===== config.mk =====
export PLATFORM = sky130hd
export DESIGN_NAME = laser_reactive_drive_controller_unit_flat
export DESIGN_NICKNAME = d
export VERILOG_FILES = /design/src/lrdc_pkg.sv /design/src/lrdc_if.sv /design/src/laser_reactive_drive_controller_unit.sv /design/src/flat_wrapper.sv
export SDC_FILE = /design/constraint.sdc
export NUM_CORES = 2
export LEC_CHECK = 0
export BUFFER_PORTS_ARGS = -buffer_cell sky130_fd_sc_hd__buf_2
export CORE_MARGIN = 10
export CORE_UTILIZATION = 70
export CTS_CLUSTER_SIZE = 16
export DETAILED_ROUTE_END_ITERATION = 10
export GPL_ROUTABILITY_DRIVEN = 0
export HOLD_SLACK_MARGIN = 0.03
export MAX_ROUTING_LAYER = met4
export PLACE_DENSITY_LB_ADDON = 0.25
export RECOVER_POWER = 25
export SETUP_SLACK_MARGIN = 0.15
export SYNTH_ARGS = -nofsm -noshare
export SYNTH_HDL_FRONTEND = slang
export SYNTH_SLANG_ARGS = --single-unit

===== constraint.sdc =====
create_clock -name clk -period 32.4 [get_ports clk]
set_input_delay 3.24 -clock clk [delete_from_list [all_inputs] [get_ports clk]]
set_output_delay 3.24 -clock clk [all_outputs]
set_load 0.02 [all_outputs]

===== src/lrdc_pkg.sv =====
// Shared types, widths and constants for the laser reactive drive controller.
`default_nettype none

package lrdc_pkg;

  localparam int MAX_BEAMS = 1024;
  localparam int BEAM_W = $clog2(MAX_BEAMS);
  // clamped scan length must hold both the register value and MAX_BEAMS
  localparam int N_W = (BEAM_W + 1 > 11) ? BEAM_W + 1 : 11;

  localparam int DIST_W = 14;
  localparam int SUM_W = 24;
  localparam int SCAN_W = 11;
  localparam int SECT_W = 9;
  localparam int SPEED_W = 11;
  localparam int BAND_W = 12;
  localparam int ROT_W = 5;
  localparam int STUCK_W = 7;
  localparam int CFG_IDX_W = 3;
  localparam int CFG_DATA_W = 14;
  localparam int WIDE_W = SUM_W + N_W;

  typedef logic [DIST_W-1:0] dist_t;
  typedef logic [SUM_W-1:0] sum_t;
  typedef logic [SPEED_W-1:0] speed_t;
  typedef logic signed [ROT_W-1:0] rot_t;
  typedef logic [STUCK_W-1:0] stuck_t;
  typedef logic [CFG_IDX_W-1:0] cfg_idx_t;
  typedef logic [CFG_DATA_W-1:0] cfg_data_t;
  typedef logic [N_W-1:0] len_t;
  typedef logic [WIDE_W-1:0] wide_t;

  typedef enum logic [1:0] {
    MODE_ADVANCE = 2'd0,
    MODE_WALL    = 2'd1,
    MODE_SPIRAL  = 2'd2,
    MODE_ROTATE  = 2'd3
  } mode_t;

  // configuration register indexes
  localparam cfg_idx_t REG_SCAN_POINTS   = 3'd0;
  localparam cfg_idx_t REG_SECTOR_LEN    = 3'd1;
  localparam cfg_idx_t REG_MAX_SPEED     = 3'd2;
  localparam cfg_idx_t REG_WALL_DISTANCE = 3'd3;
  localparam cfg_idx_t REG_WALL_BAND     = 3'd4;
  localparam cfg_idx_t REG_START_MODE    = 3'd5;

  // register reset values
  localparam logic [SCAN_W-1:0] SCAN_POINTS_RST = 11'd100;
  localparam logic [SECT_W-1:0] SECTOR_LEN_RST  = 9'd33;
  localparam speed_t MAX_SPEED_RST              = 11'd1000;
  localparam dist_t WALL_DISTANCE_RST           = 14'd500;
  localparam logic [BAND_W-1:0] WALL_BAND_RST   = 12'd100;

  localparam dist_t DIST_MAX = 14'h3FFF;
  localparam sum_t SUM_CAP = 24'hFFFFFF;
  localparam speed_t SPEED_CAP = 11'd2047;

  // decision thresholds and steps
  localparam dist_t OBSTACLE_MM   = 14'd1500;
  localparam dist_t WALL_EXIT_MM  = 14'd1000;
  localparam dist_t SPIRAL_MIN_MM = 14'd400;
  localparam stuck_t STUCK_LIMIT  = 7'd100;
  localparam speed_t ADV_STEP     = 11'd40;
  localparam speed_t SPIRAL_TOP   = 11'd800;
  localparam speed_t SPIRAL_STEP  = 11'd5;

  // rotation commands, quarter rad/s
  localparam rot_t ROT_TURN   = 5'sd2;
  localparam rot_t ROT_ESCAPE = 5'sd13;
  localparam rot_t ROT_WALL   = 5'sd1;
  localparam rot_t ROT_SPIRAL = 5'sd5;

endpackage

`default_nettype wire


===== src/lrdc_if.sv =====
// Valid/ready channel interfaces: beam input, result output and config writes.
`default_nettype none

interface lrdc_beam_if;
  import lrdc_pkg::*;
  logic valid;
  logic ready;
  dist_t distance;
  modport source(output valid, output distance, input ready);
  modport sink(input valid, input distance, output ready);
endinterface

interface lrdc_result_if;
  import lrdc_pkg::*;
  logic valid;
  logic ready;
  speed_t advance_speed;
  rot_t rotation_quarters;
  mode_t mode_now;
  modport source(output valid, output advance_speed, output rotation_quarters,
                 output mode_now, input ready);
  modport sink(input valid, input advance_speed, input rotation_quarters,
               input mode_now, output ready);
endinterface

interface lrdc_cfg_if;
  import lrdc_pkg::*;
  logic valid;
  logic ready;
  cfg_idx_t index;
  cfg_data_t data;
  modport source(output valid, output index, output data, input ready);
  modport sink(input valid, input index, input data, output ready);
endinterface

`default_nettype wire


===== src/laser_reactive_drive_controller_unit.sv =====
// Top level: per-beam sector accumulation and end-of-scan drive decision.
`default_nettype none

// Takes one beam range per clock unless stalled and emits one drive request
// per scan, after the last beam. The beam path is a four-deep pipeline: input
// register, sector accumulators (centre minimum, saturating side sums), a
// product stage that cross-multiplies the side sums with the sector counts and
// forms the wall band limits, and the decision logic that updates speed,
// rotation, the stuck counter and the mode into the output register. A beam is
// accepted every cycle unless stalled; after its last beam, a scan's result
// passes the snapshot, product and output registers. With the output stalled,
// two more scans' worth of work can be parked in the pipeline before beam
// intake stops. Configuration is taken at any time and must only be written
// while the block is idle; writing start_mode also loads the current mode.
module laser_reactive_drive_controller_unit (
  input  logic clk,
  input  logic rst,
  lrdc_cfg_if.sink      cfg,
  lrdc_beam_if.sink     beam,
  lrdc_result_if.source result
);
  import lrdc_pkg::*;

  // configuration
  logic [SCAN_W-1:0] scan_points;
  logic [SECT_W-1:0] sector_len;
  speed_t            max_speed;
  dist_t             wall_distance;
  logic [BAND_W-1:0] wall_band;

  // input register
  logic  a_valid;
  dist_t a_dist;
  logic  a_adv, a_free;

  // accumulators
  logic [BEAM_W-1:0] beam_index;
  dist_t centre_min, centre_min_next;
  sum_t  left_sum, right_sum, left_sum_next, right_sum_next;

  // clamped geometry
  len_t  n_len, s_lo, s_max, s_len, two_s, lc, i_ext;
  logic  last_beam, in_right, in_centre, in_left;
  logic [SUM_W:0] right_add, left_add;

  // snapshot stage
  logic  s_valid, s_adv, s_free;
  sum_t  s_right, s_left;
  dist_t s_cmin;
  len_t  s_lc;
  logic [SECT_W-1:0] s_rc;

  // product stage
  logic  p_valid, p_adv;
  wide_t p_prod_r, p_prod_l, p_hi, p_lo;
  logic  p_lo_ok;
  sum_t  p_left;
  dist_t p_cmin;
  logic [DIST_W:0] band_hi;

  // decision state
  speed_t advance_now, advance_next;
  rot_t   rotation_now, rotation_next;
  stuck_t stuck_count, stuck_next;
  mode_t  mode, mode_next;
  logic   right_not_above, left_off_band;
  logic [SPEED_W:0] adv_sum;

  logic out_valid, out_free;
  logic cfg_write;

  assign cfg.ready = 1'b1;
  assign cfg_write = cfg.valid;

  always_ff @(posedge clk) begin
    if (rst) begin
      scan_points   <= SCAN_POINTS_RST;
      sector_len    <= SECTOR_LEN_RST;
      max_speed     <= MAX_SPEED_RST;
      wall_distance <= WALL_DISTANCE_RST;
      wall_band     <= WALL_BAND_RST;
    end else if (cfg_write) begin
      case (cfg.index)
        REG_SCAN_POINTS:   scan_points   <= cfg.data[SCAN_W-1:0];
        REG_SECTOR_LEN:    sector_len    <= cfg.data[SECT_W-1:0];
        REG_MAX_SPEED:     max_speed     <= cfg.data[SPEED_W-1:0];
        REG_WALL_DISTANCE: wall_distance <= cfg.data[DIST_W-1:0];
        REG_WALL_BAND:     wall_band     <= cfg.data[BAND_W-1:0];
        default: ;
      endcase
    end
  end

  // handshake chain, back to front
  assign out_free  = !out_valid || result.ready;
  assign p_adv     = p_valid && out_free;
  assign s_adv     = s_valid && (!p_valid || p_adv);
  assign s_free    = !s_valid || s_adv;
  assign a_adv     = a_valid && s_free;
  assign a_free    = !a_valid || a_adv;
  assign beam.ready = a_free;

  always_ff @(posedge clk) begin
    if (rst) begin
      a_valid <= 1'b0;
    end else if (a_free) begin
      a_valid <= beam.valid;
    end
  end

  always_ff @(posedge clk) begin
    if (beam.valid && a_free) begin
      a_dist <= beam.distance;
    end
  end

  // scan length held to 3..MAX_BEAMS, sector length to 1..(n-1)/2
  always_comb begin
    if (N_W'(scan_points) < N_W'(3)) begin
      n_len = N_W'(3);
    end else if (N_W'(scan_points) > N_W'(MAX_BEAMS)) begin
      n_len = N_W'(MAX_BEAMS);
    end else begin
      n_len = N_W'(scan_points);
    end
    s_lo  = (sector_len == '0) ? N_W'(1) : N_W'(sector_len);
    s_max = (n_len - N_W'(1)) >> 1;
    s_len = (s_lo > s_max) ? s_max : s_lo;
    two_s = s_len << 1;
    lc    = n_len - two_s;
    i_ext = N_W'(beam_index);

    last_beam = i_ext >= n_len - N_W'(1);
    in_right  = i_ext < s_len;
    in_centre = (i_ext >= s_len) && (i_ext < n_len - s_len);
    in_left   = i_ext >= two_s;

    right_add = {1'b0, right_sum} + (SUM_W+1)'(a_dist);
    left_add  = {1'b0, left_sum} + (SUM_W+1)'(a_dist);

    right_sum_next = right_sum;
    if (in_right) begin
      right_sum_next = right_add[SUM_W] ? SUM_CAP : right_add[SUM_W-1:0];
    end
    left_sum_next = left_sum;
    if (in_left) begin
      left_sum_next = left_add[SUM_W] ? SUM_CAP : left_add[SUM_W-1:0];
    end
    centre_min_next = (in_centre && a_dist < centre_min) ? a_dist : centre_min;
  end

  always_ff @(posedge clk) begin
    if (rst) begin
      beam_index <= '0;
      centre_min <= DIST_MAX;
      left_sum   <= '0;
      right_sum  <= '0;
    end else if (a_adv) begin
      if (last_beam) begin
        beam_index <= '0;
        centre_min <= DIST_MAX;
        left_sum   <= '0;
        right_sum  <= '0;
      end else begin
        beam_index <= beam_index + BEAM_W'(1);
        centre_min <= centre_min_next;
        left_sum   <= left_sum_next;
        right_sum  <= right_sum_next;
      end
    end
  end

  always_ff @(posedge clk) begin
    if (rst) begin
      s_valid <= 1'b0;
    end else if (a_adv && last_beam) begin
      s_valid <= 1'b1;
    end else if (s_adv) begin
      s_valid <= 1'b0;
    end
  end

  always_ff @(posedge clk) begin
    if (a_adv && last_beam) begin
      s_right <= right_sum_next;
      s_left  <= left_sum_next;
      s_cmin  <= centre_min_next;
      s_lc    <= lc;
      s_rc    <= s_len[SECT_W-1:0];
    end
  end

  assign band_hi = {1'b0, wall_distance} + (DIST_W+1)'(wall_band);

  always_ff @(posedge clk) begin
    if (rst) begin
      p_valid <= 1'b0;
    end else if (s_adv) begin
      p_valid <= 1'b1;
    end else if (p_adv) begin
      p_valid <= 1'b0;
    end
  end

  always_ff @(posedge clk) begin
    if (s_adv) begin
      p_prod_r <= WIDE_W'(s_right) * WIDE_W'(s_lc);
      p_prod_l <= WIDE_W'(s_left) * WIDE_W'(s_rc);
      p_hi     <= WIDE_W'(band_hi) * WIDE_W'(s_lc);
      p_lo     <= WIDE_W'(wall_distance - DIST_W'(wall_band)) * WIDE_W'(s_lc);
      p_lo_ok  <= DIST_W'(wall_band) <= wall_distance && BAND_W <= DIST_W;
      p_left   <= s_left;
      p_cmin   <= s_cmin;
    end
  end

  always_comb begin
    right_not_above = p_prod_r <= p_prod_l;
    left_off_band   = (WIDE_W'(p_left) > p_hi) ||
                      (p_lo_ok && WIDE_W'(p_left) < p_lo);
    advance_next  = advance_now;
    rotation_next = rotation_now;
    stuck_next    = stuck_count;
    mode_next     = mode;
    adv_sum       = {1'b0, advance_now} + {1'b0, ADV_STEP};
    case (mode)
      MODE_ADVANCE: begin
        if (p_cmin <= OBSTACLE_MM) begin
          if (stuck_count < STUCK_LIMIT) begin
            stuck_next    = stuck_count + STUCK_W'(1);
            rotation_next = right_not_above ? -ROT_TURN : ROT_TURN;
          end else begin
            rotation_next = right_not_above ? -ROT_ESCAPE : ROT_ESCAPE;
            stuck_next    = '0;
          end
          advance_next = '0;
        end else if (advance_now < max_speed) begin
          advance_next  = (adv_sum > {1'b0, SPEED_CAP}) ? SPEED_CAP
                                                        : adv_sum[SPEED_W-1:0];
          rotation_next = '0;
        end
      end
      MODE_WALL: begin
        if (p_cmin < WALL_EXIT_MM) begin
          mode_next = MODE_ADVANCE;
        end else begin
          advance_next  = max_speed;
          rotation_next = left_off_band ? ROT_WALL : '0;
        end
      end
      MODE_SPIRAL: begin
        if (p_cmin >= SPIRAL_MIN_MM) begin
          rotation_next = ROT_SPIRAL;
          if (advance_now < SPIRAL_TOP) begin
            advance_next = advance_now + SPIRAL_STEP;
          end else begin
            mode_next = MODE_ADVANCE;
          end
        end else begin
          mode_next = MODE_ADVANCE;
        end
      end
      default: ;
    endcase
  end

  always_ff @(posedge clk) begin
    if (rst) begin
      advance_now  <= '0;
      rotation_now <= '0;
      stuck_count  <= '0;
      mode         <= MODE_ADVANCE;
    end else if (cfg_write && cfg.index == REG_START_MODE) begin
      mode <= mode_t'(cfg.data[1:0]);
    end else if (p_adv) begin
      advance_now  <= advance_next;
      rotation_now <= rotation_next;
      stuck_count  <= stuck_next;
      mode         <= mode_next;
    end
  end

  always_ff @(posedge clk) begin
    if (rst) begin
      out_valid <= 1'b0;
    end else if (p_adv) begin
      out_valid <= 1'b1;
    end else if (result.ready) begin
      out_valid <= 1'b0;
    end
  end

  // decision state only moves on p_adv, which waits for the output slot, or on a start_mode write
  assign result.valid             = out_valid;
  assign result.advance_speed     = advance_now;
  assign result.rotation_quarters = rotation_now;
  assign result.mode_now          = mode;

`ifndef SYNTHESIS
  a_stuck_bound: assert property (@(posedge clk) disable iff (rst)
    stuck_count <= STUCK_LIMIT)
    else $error("stuck counter past its limit");

  a_snap_from_last: assert property (@(posedge clk) disable iff (rst)
    $rose(s_valid) |-> $past(a_adv && last_beam))
    else $error("scan snapshot without a last beam");

  a_scan_restart: assert property (@(posedge clk) disable iff (rst)
    a_adv && last_beam |=> centre_min == DIST_MAX && beam_index == '0)
    else $error("accumulators not cleared at scan end");

  a_rot_range: assert property (@(posedge clk) disable iff (rst)
    out_valid |-> rotation_now <= ROT_ESCAPE && rotation_now >= -ROT_ESCAPE)
    else $error("rotation request out of range");

  a_spiral_exit: assert property (@(posedge clk) disable iff (rst)
    p_adv && mode == MODE_SPIRAL && !cfg_write |=>
      mode == MODE_SPIRAL || mode == MODE_ADVANCE)
    else $error("spiral left to a mode other than advance");
`endif

endmodule

`default_nettype wire


===== src/flat_wrapper.sv =====
// flat-port wrapper written by rule: the top's interface ports become plain ports
module laser_reactive_drive_controller_unit_flat import lrdc_pkg::*;
  (clk, rst, cfg_valid, cfg_index, cfg_data, cfg_ready, beam_valid, beam_distance, beam_ready, result_valid, result_advance_speed, result_rotation_quarters, result_mode_now, result_ready);
  lrdc_cfg_if cfg_i ();
  lrdc_beam_if beam_i ();
  lrdc_result_if result_i ();
  input  logic clk;
  input  logic rst;
  input wire logic [$bits(cfg_i.valid)-1:0] cfg_valid;
  input wire logic [$bits(cfg_i.index)-1:0] cfg_index;
  input wire logic [$bits(cfg_i.data)-1:0] cfg_data;
  output wire logic [$bits(cfg_i.ready)-1:0] cfg_ready;
  input wire logic [$bits(beam_i.valid)-1:0] beam_valid;
  input wire logic [$bits(beam_i.distance)-1:0] beam_distance;
  output wire logic [$bits(beam_i.ready)-1:0] beam_ready;
  output wire logic [$bits(result_i.valid)-1:0] result_valid;
  output wire logic [$bits(result_i.advance_speed)-1:0] result_advance_speed;
  output wire logic [$bits(result_i.rotation_quarters)-1:0] result_rotation_quarters;
  output wire logic [$bits(result_i.mode_now)-1:0] result_mode_now;
  input wire logic [$bits(result_i.ready)-1:0] result_ready;
  assign cfg_i.valid = cfg_valid;
  assign cfg_i.index = cfg_index;
  assign cfg_i.data = cfg_data;
  assign cfg_ready = cfg_i.ready;
  assign beam_i.valid = beam_valid;
  assign beam_i.distance = beam_distance;
  assign beam_ready = beam_i.ready;
  assign result_valid = result_i.valid;
  assign result_advance_speed = result_i.advance_speed;
  assign result_rotation_quarters = result_i.rotation_quarters;
  assign result_mode_now = result_i.mode_now;
  assign result_i.ready = result_ready;
  laser_reactive_drive_controller_unit u_core (.clk(clk), .rst(rst), .cfg(cfg_i), .beam(beam_i), .result(result_i));
endmodule

== After elaboration in Yosys (flattened, before gate mapping) ==
Cells that the tools add are included.
Storage, ports and cells
  register bits after elaboration: 422
  bits of input ports: 36
  output and inout port bits: 21
  logic and storage cells: 157
Operators by class
  $add $sub $neg: 11
  $mul: 4
  order comparisons: 20
  equality and inequality tests: 13
  mux-type cells: 42
  bitwise logic cells: 1
  reductions and logical operators: 36
Operators by type and width (count)
  $mux W24: 6
  $mux W11: 9
  $add A24 B14 Y25: 2
  $le A35 B33 Y1: 1
  $lt A24 B35 Y1: 1
  $mul A24 B11 Y35: 1
  $mul A35 B11 Y35: 1
  $mux W5: 7
  $ge A10 B11 Y1: 3
  $mul A24 B9 Y33: 1
  $pmux W11 S3: 1
  $mux W14: 2
  $gt A24 B26 Y1: 1
  $mul A15 B11 Y26: 1
  $lt A10 B11 Y1: 2
  $sub A11 B11 Y11: 2
  $add A14 B12 Y15: 1
  $pmux W5 S3: 1
  $sub A14 B12 Y15: 1
  $ge A14 B9 Y1 const B: 1
  $le A12 B14 Y1: 1
  $le A14 B11 Y1 const B: 1
  $lt A14 B10 Y1 const B: 1
  $lt A14 B14 Y1: 1
  other kinds (40): 78

== Depth between registers and ports, before layout ==
  depth in word-level cells: 12
  gate-level depth with buffers: 42
  depth with buffers taken out: 38

== Worst setup path before layout ==
OpenSTA, ideal clock, no wires.
  kind: input port to flip-flop
  from: input result_ready
  to: register u_core.p_cmin[0] (enable)
  setup time: 0.953 ns
  data arrival time: 15.452 ns
  data required time: 31.447 ns
  slack: 15.996 ns
  stages: 2
  path buffers: 0
  path through: nor2b_1 > a21boi_0
Between the ends
  word-level cells in the longest chain between the ends: 4
RTL lines
  start, declared: line flat_wrapper.sv:20  | input wire logic [$bits(result_i.ready)-1:0] result_ready;
  $logic_or A1 B1 Y1: line laser_reactive_drive_controller_unit.sv:95  | assign out_free = !out_valid || result.ready;
  $logic_and A1 B1 Y1: line laser_reactive_drive_controller_unit.sv:96  | assign p_adv = p_valid && out_free;
  $logic_or A1 B1 Y1: line laser_reactive_drive_controller_unit.sv:97  | assign s_adv = s_valid && (!p_valid || p_adv);
  $logic_and A1 B1 Y1: line laser_reactive_drive_controller_unit.sv:97
  net u_core.s_adv: line laser_reactive_drive_controller_unit.sv:47  | logic s_valid, s_adv, s_free;
  end signal, assigned: line laser_reactive_drive_controller_unit.sv:213  | p_cmin <= s_cmin;
  end, declared: line laser_reactive_drive_controller_unit.sv:58  | dist_t p_cmin;
The timed path passes the listed nets, and every way through them passes these cells.
A chain may end at the register's enable or synchronous reset.

== Worst setup path in the final report ==
  from: register u_core.wall_band[1]
  to: register u_core.p_lo[28], data pin
Between the ends
  word-level cells in the longest chain between the ends: 2
RTL lines
  start, declared: line laser_reactive_drive_controller_unit.sv:29  | logic [BAND_W-1:0] wall_band;
  start signal, assigned: line laser_reactive_drive_controller_unit.sv:88  | REG_WALL_BAND: wall_band <= cfg.data[BAND_W-1:0];
  $sub A14 B12 Y15: line laser_reactive_drive_controller_unit.sv:210  | p_lo <= WIDE_W'(wall_distance - DIST_W'(wall_band)) * WIDE_W'(s_lc);
  $mul A35 B11 Y35: line laser_reactive_drive_controller_unit.sv:210
  end signal, assigned: line laser_reactive_drive_controller_unit.sv:210
  end, declared: line laser_reactive_drive_controller_unit.sv:55  | wide_t p_prod_r, p_prod_l, p_hi, p_lo;
No other way between the ends.

==> qor.yml <==
run_status:
  status: "complete, but fails checks"
  failed_checks: "capacitance limit, slew limit"
place:
  place_inst: 5870
  port_buffers: 55
  dp_hpwl_mm: 85.1
  placed_cell_area_um2: 48800
layout:
  finish.instance_area_um2: 50400
  layout_commonest_cell: "inv_1"
  layout_common_cells: "776 x inv_1, 715 x nand2_1, 637 x fa_1"
  drive_gt1_frac: 0.0464
  antenna_cells: 0
  final_cell_count_no_fill: 5962
  area.growth.synth_to_final_pct: 5.40
  fin_nets: 6178
cts:
  path_clk_slew_ns: 0.06
  cts_setup_buffers: 0
  clk_latency_ns: 0.62
  cts_sinks: 422
  cts-root-buf: "clkbuf_16"
  cts_resized: 0
  cts_hold_buffers: 0
  cts_tree: "yes"
  clockBufferDepth: 3
  htreeDepth: 2
  cts_buffers: 49
route:
  wl_mm: 113
  antenna_left: 0
  first_pass_iters: 6
  via_count: 35913
  drcViolationCount: 0
  dr.first_iter.drc_count: 2741
  avgRoutedWirePerCell_um: 19.0
  post_drt_via_cell_ratio: 6.02
timing:
  period_needed_ns: 8.95
  hold_viol_final: 0
  finalCritPeriodShare: 0.276
  finalMaxSlewViolations: 193
  slew_headroom: -1.40
  clock_skew_ns: 0.0197
  fmaxAchievable_mhz: 112
  whs_ns: 0.421
  rsz0062_at_grt: "false"
  fin_tns_setup_ns: 0
  tightest_slew_ns: 3.61
  setup_violations: 0
synth:
  yosys_warnings: 0
  synth_top_area_frac: 0.266
  synthFlopType: "edfxtp_1"
  synth_cells: 5116
  synth-compound-area-share: 0.0987
  ys_seq_elements: 422
  syn_area_per_cell_um2: 9.35
  synth_area_um2: 47900
  synth.area.mux_share: 0.00742
  synth_top_family_by_area: "adder cells"
  ys_async_sr_fraction: 0
  yosys.area_share.adder: 0.386
  synthSimpleGateAreaFrac: 0.164
  synth.distinct_cells: 90
  synth_edf_count: 264
  synth_seq_area_share: 0.232
  yosys-top-cells-area: "fa_1 27%, edfxtp_1 17%, ha_1 12%"
  yosysTopAreaCell: "fa_1"
  synth_xor_area_frac: 0.0324
critical_path:
  cp.arrival_ns: 9.31
  worstPathMaxFanout: 11
  cp-start-kind: "register"
  critical_path.top_delay_family: "adder cells"
  cp.depth: 32
  end_kind: "register"
  worst-path-buf-inv: 2
  crit_top_cell: "o21ai_0"
  slowest_stage: "xnor2_1"
  critPathRequiredTime_ns: 32.76
  reg2reg_depth: 32
  critPathKind: "reg -> reg"
  slowest_delay_ns: 0.80
global_routing:
  grt_pass1_wl_mm: 187
  grt_overflow_total: 0
  grt_max_degree: 88
  grtUsageTotal: 0.301
  antenna_found_initial: 4
  grt_pass1_vias: 36776
pwr:
  power.leakage_nw: 23.2
  power_w: 0.00220
  peakVddDrop_v: 0.0000615
  powerDensity_nw_per_um2: 43.5
floorplanning:
  fp.dieH_um: 281
  core.rowCount: 95
  start_util: 0.709
  ios: 57
  die_area_um2: 79200
  core_area_um2: 67500
  die_w_um: 281
run:
  drv_cap: 4
hold_path:
  min_path_cells: 0
  hold_class: "reg -> reg"
==> Yosys cell counts, types with 7 or more instances <==
library cell	number
nand4_1	31
a41oi_1	7
xor2_1	45
a21oi_1	212
o211ai_1	22
a21boi_0	23
ha_1	457
or2_2	13
a211o_1	14
o21bai_1	14
o21a_1	62
edfxtp_1	264
nor2_1	269
a31oi_1	15
inv_1	776
and3_1	27
mux2_4	13
a221oi_1	9
nand3_1	78
nor3_1	43
and2_1	315
o21ai_0	139
or3_1	18
clkbuf_1	218
a22oi_1	40
xnor2_1	132
nand2_1	716
o31a_1	7
a22o_1	11
fa_1	637
dfxtp_1	158
a211oi_1	25
nor2b_1	61
nor4_1	15
mux2i_1	7
nand3b_1	14
a21o_1	63
nand2b_1	37
==> where the power goes <==
part	leakage [nW]	total, W	switching, W	internal (W)
clock network	0.829	0.000587	0.000246	0.000341
registers	3.69	0.000633	0.00000794	0.000625
logic	18.6	0.000975	0.000554	0.000421
total	23.2	0.00220	0.000809	0.00139
==> per-layer routing <==
layer | track usage | part of all wire
met2 | 0.481 | 0.48
met1 | 0.383 | 0.40
met4 | 0.123 | 0.043
met5 | - | 0
met3 | 0.0472 | 0.080
==> final cells by class <==
class	count	area (um2)
Clock buffer	56	1300
Clock inverter	36	410
Fill cell	4793	17100
Inverter	778	2920
Sequential cell	422	11100
Tap cell	873	1090
Timing Repair Buffer	109	661
Multi-Input combinational cell	3688	33000
==> worst register-to-register path, delay by kind of cell (launching register included) <==
family / cells / cell delay (ns)
AO/OA/AOI/OAI: 15 / 3.15
XOR/XNOR: 2 / 0.92
adder cells (fa/ha/maj): 7 / 3.23
buffers and inverters: 2 / 0.14
flip-flops: 1 / 0.40
AND/OR/NAND/NOR: 6 / 0.87
==> cells by family (layout without fill, tap and decap cells) <==
kind of cell / after synthesis / in the layout
AND/OR/NAND/NOR: 1658 / 1658
AO/OA/AOI/OAI: 728 / 728
XOR/XNOR: 177 / 177
flip-flops: 422 / 422
multiplexers: 27 / 27
buffers and inverters: 1008 / 979
other: 1 / 3
adder cells (fa/ha/maj): 1095 / 1095
==> path summary, 6_finish.rpt <==
path / slack, ns / startpoint / end
setup / recovery: 23.45 / u_core.wall_band[1]$_SDFFE_PP0P_ / u_core.p_lo[28]$_DFFE_PP_
setup reg to reg: 23.45 / u_core.wall_band[1]$_SDFFE_PP0P_ / u_core.p_lo[28]$_DFFE_PP_
hold / removal: 0.42 / u_core.s_cmin[10]$_DFFE_PP_ / u_core.p_cmin[10]$_DFFE_PP_
hold reg to reg: 0.42 / u_core.s_cmin[10]$_DFFE_PP_ / u_core.p_cmin[10]$_DFFE_PP_
==> stage by stage <==
step                       util  setup WS [ns]
after global routing      0.747          22.66
after floorplan               -          16.00
after CTS                 0.748          23.56
after global placement    0.722          23.99
after detailed placement  0.722          23.65
final                     0.747          23.45
==> sequential cells by signal (all words and copies together), names as in the netlist, 11 cells and up <==
signal                       count
u_core.p_prod_r                 35
u_core.scan_points              11
u_core.result.advance_speed     11
u_core.left_sum                 24
u_core.right_sum                24
u_core.s_lc                     11
u_core.s_left                   24
u_core.max_speed                11
u_core.s_right                  24
u_core.wall_distance            14
u_core.a_dist                   14
u_core.centre_min               14
u_core.wall_band                12
u_core.p_hi                     26
u_core.p_prod_l                 33
u_core.p_cmin                   14
u_core.s_cmin                   14
u_core.p_left                   24
u_core.p_lo                     35
Note: power is estimated with default switching activity, not from simulation.
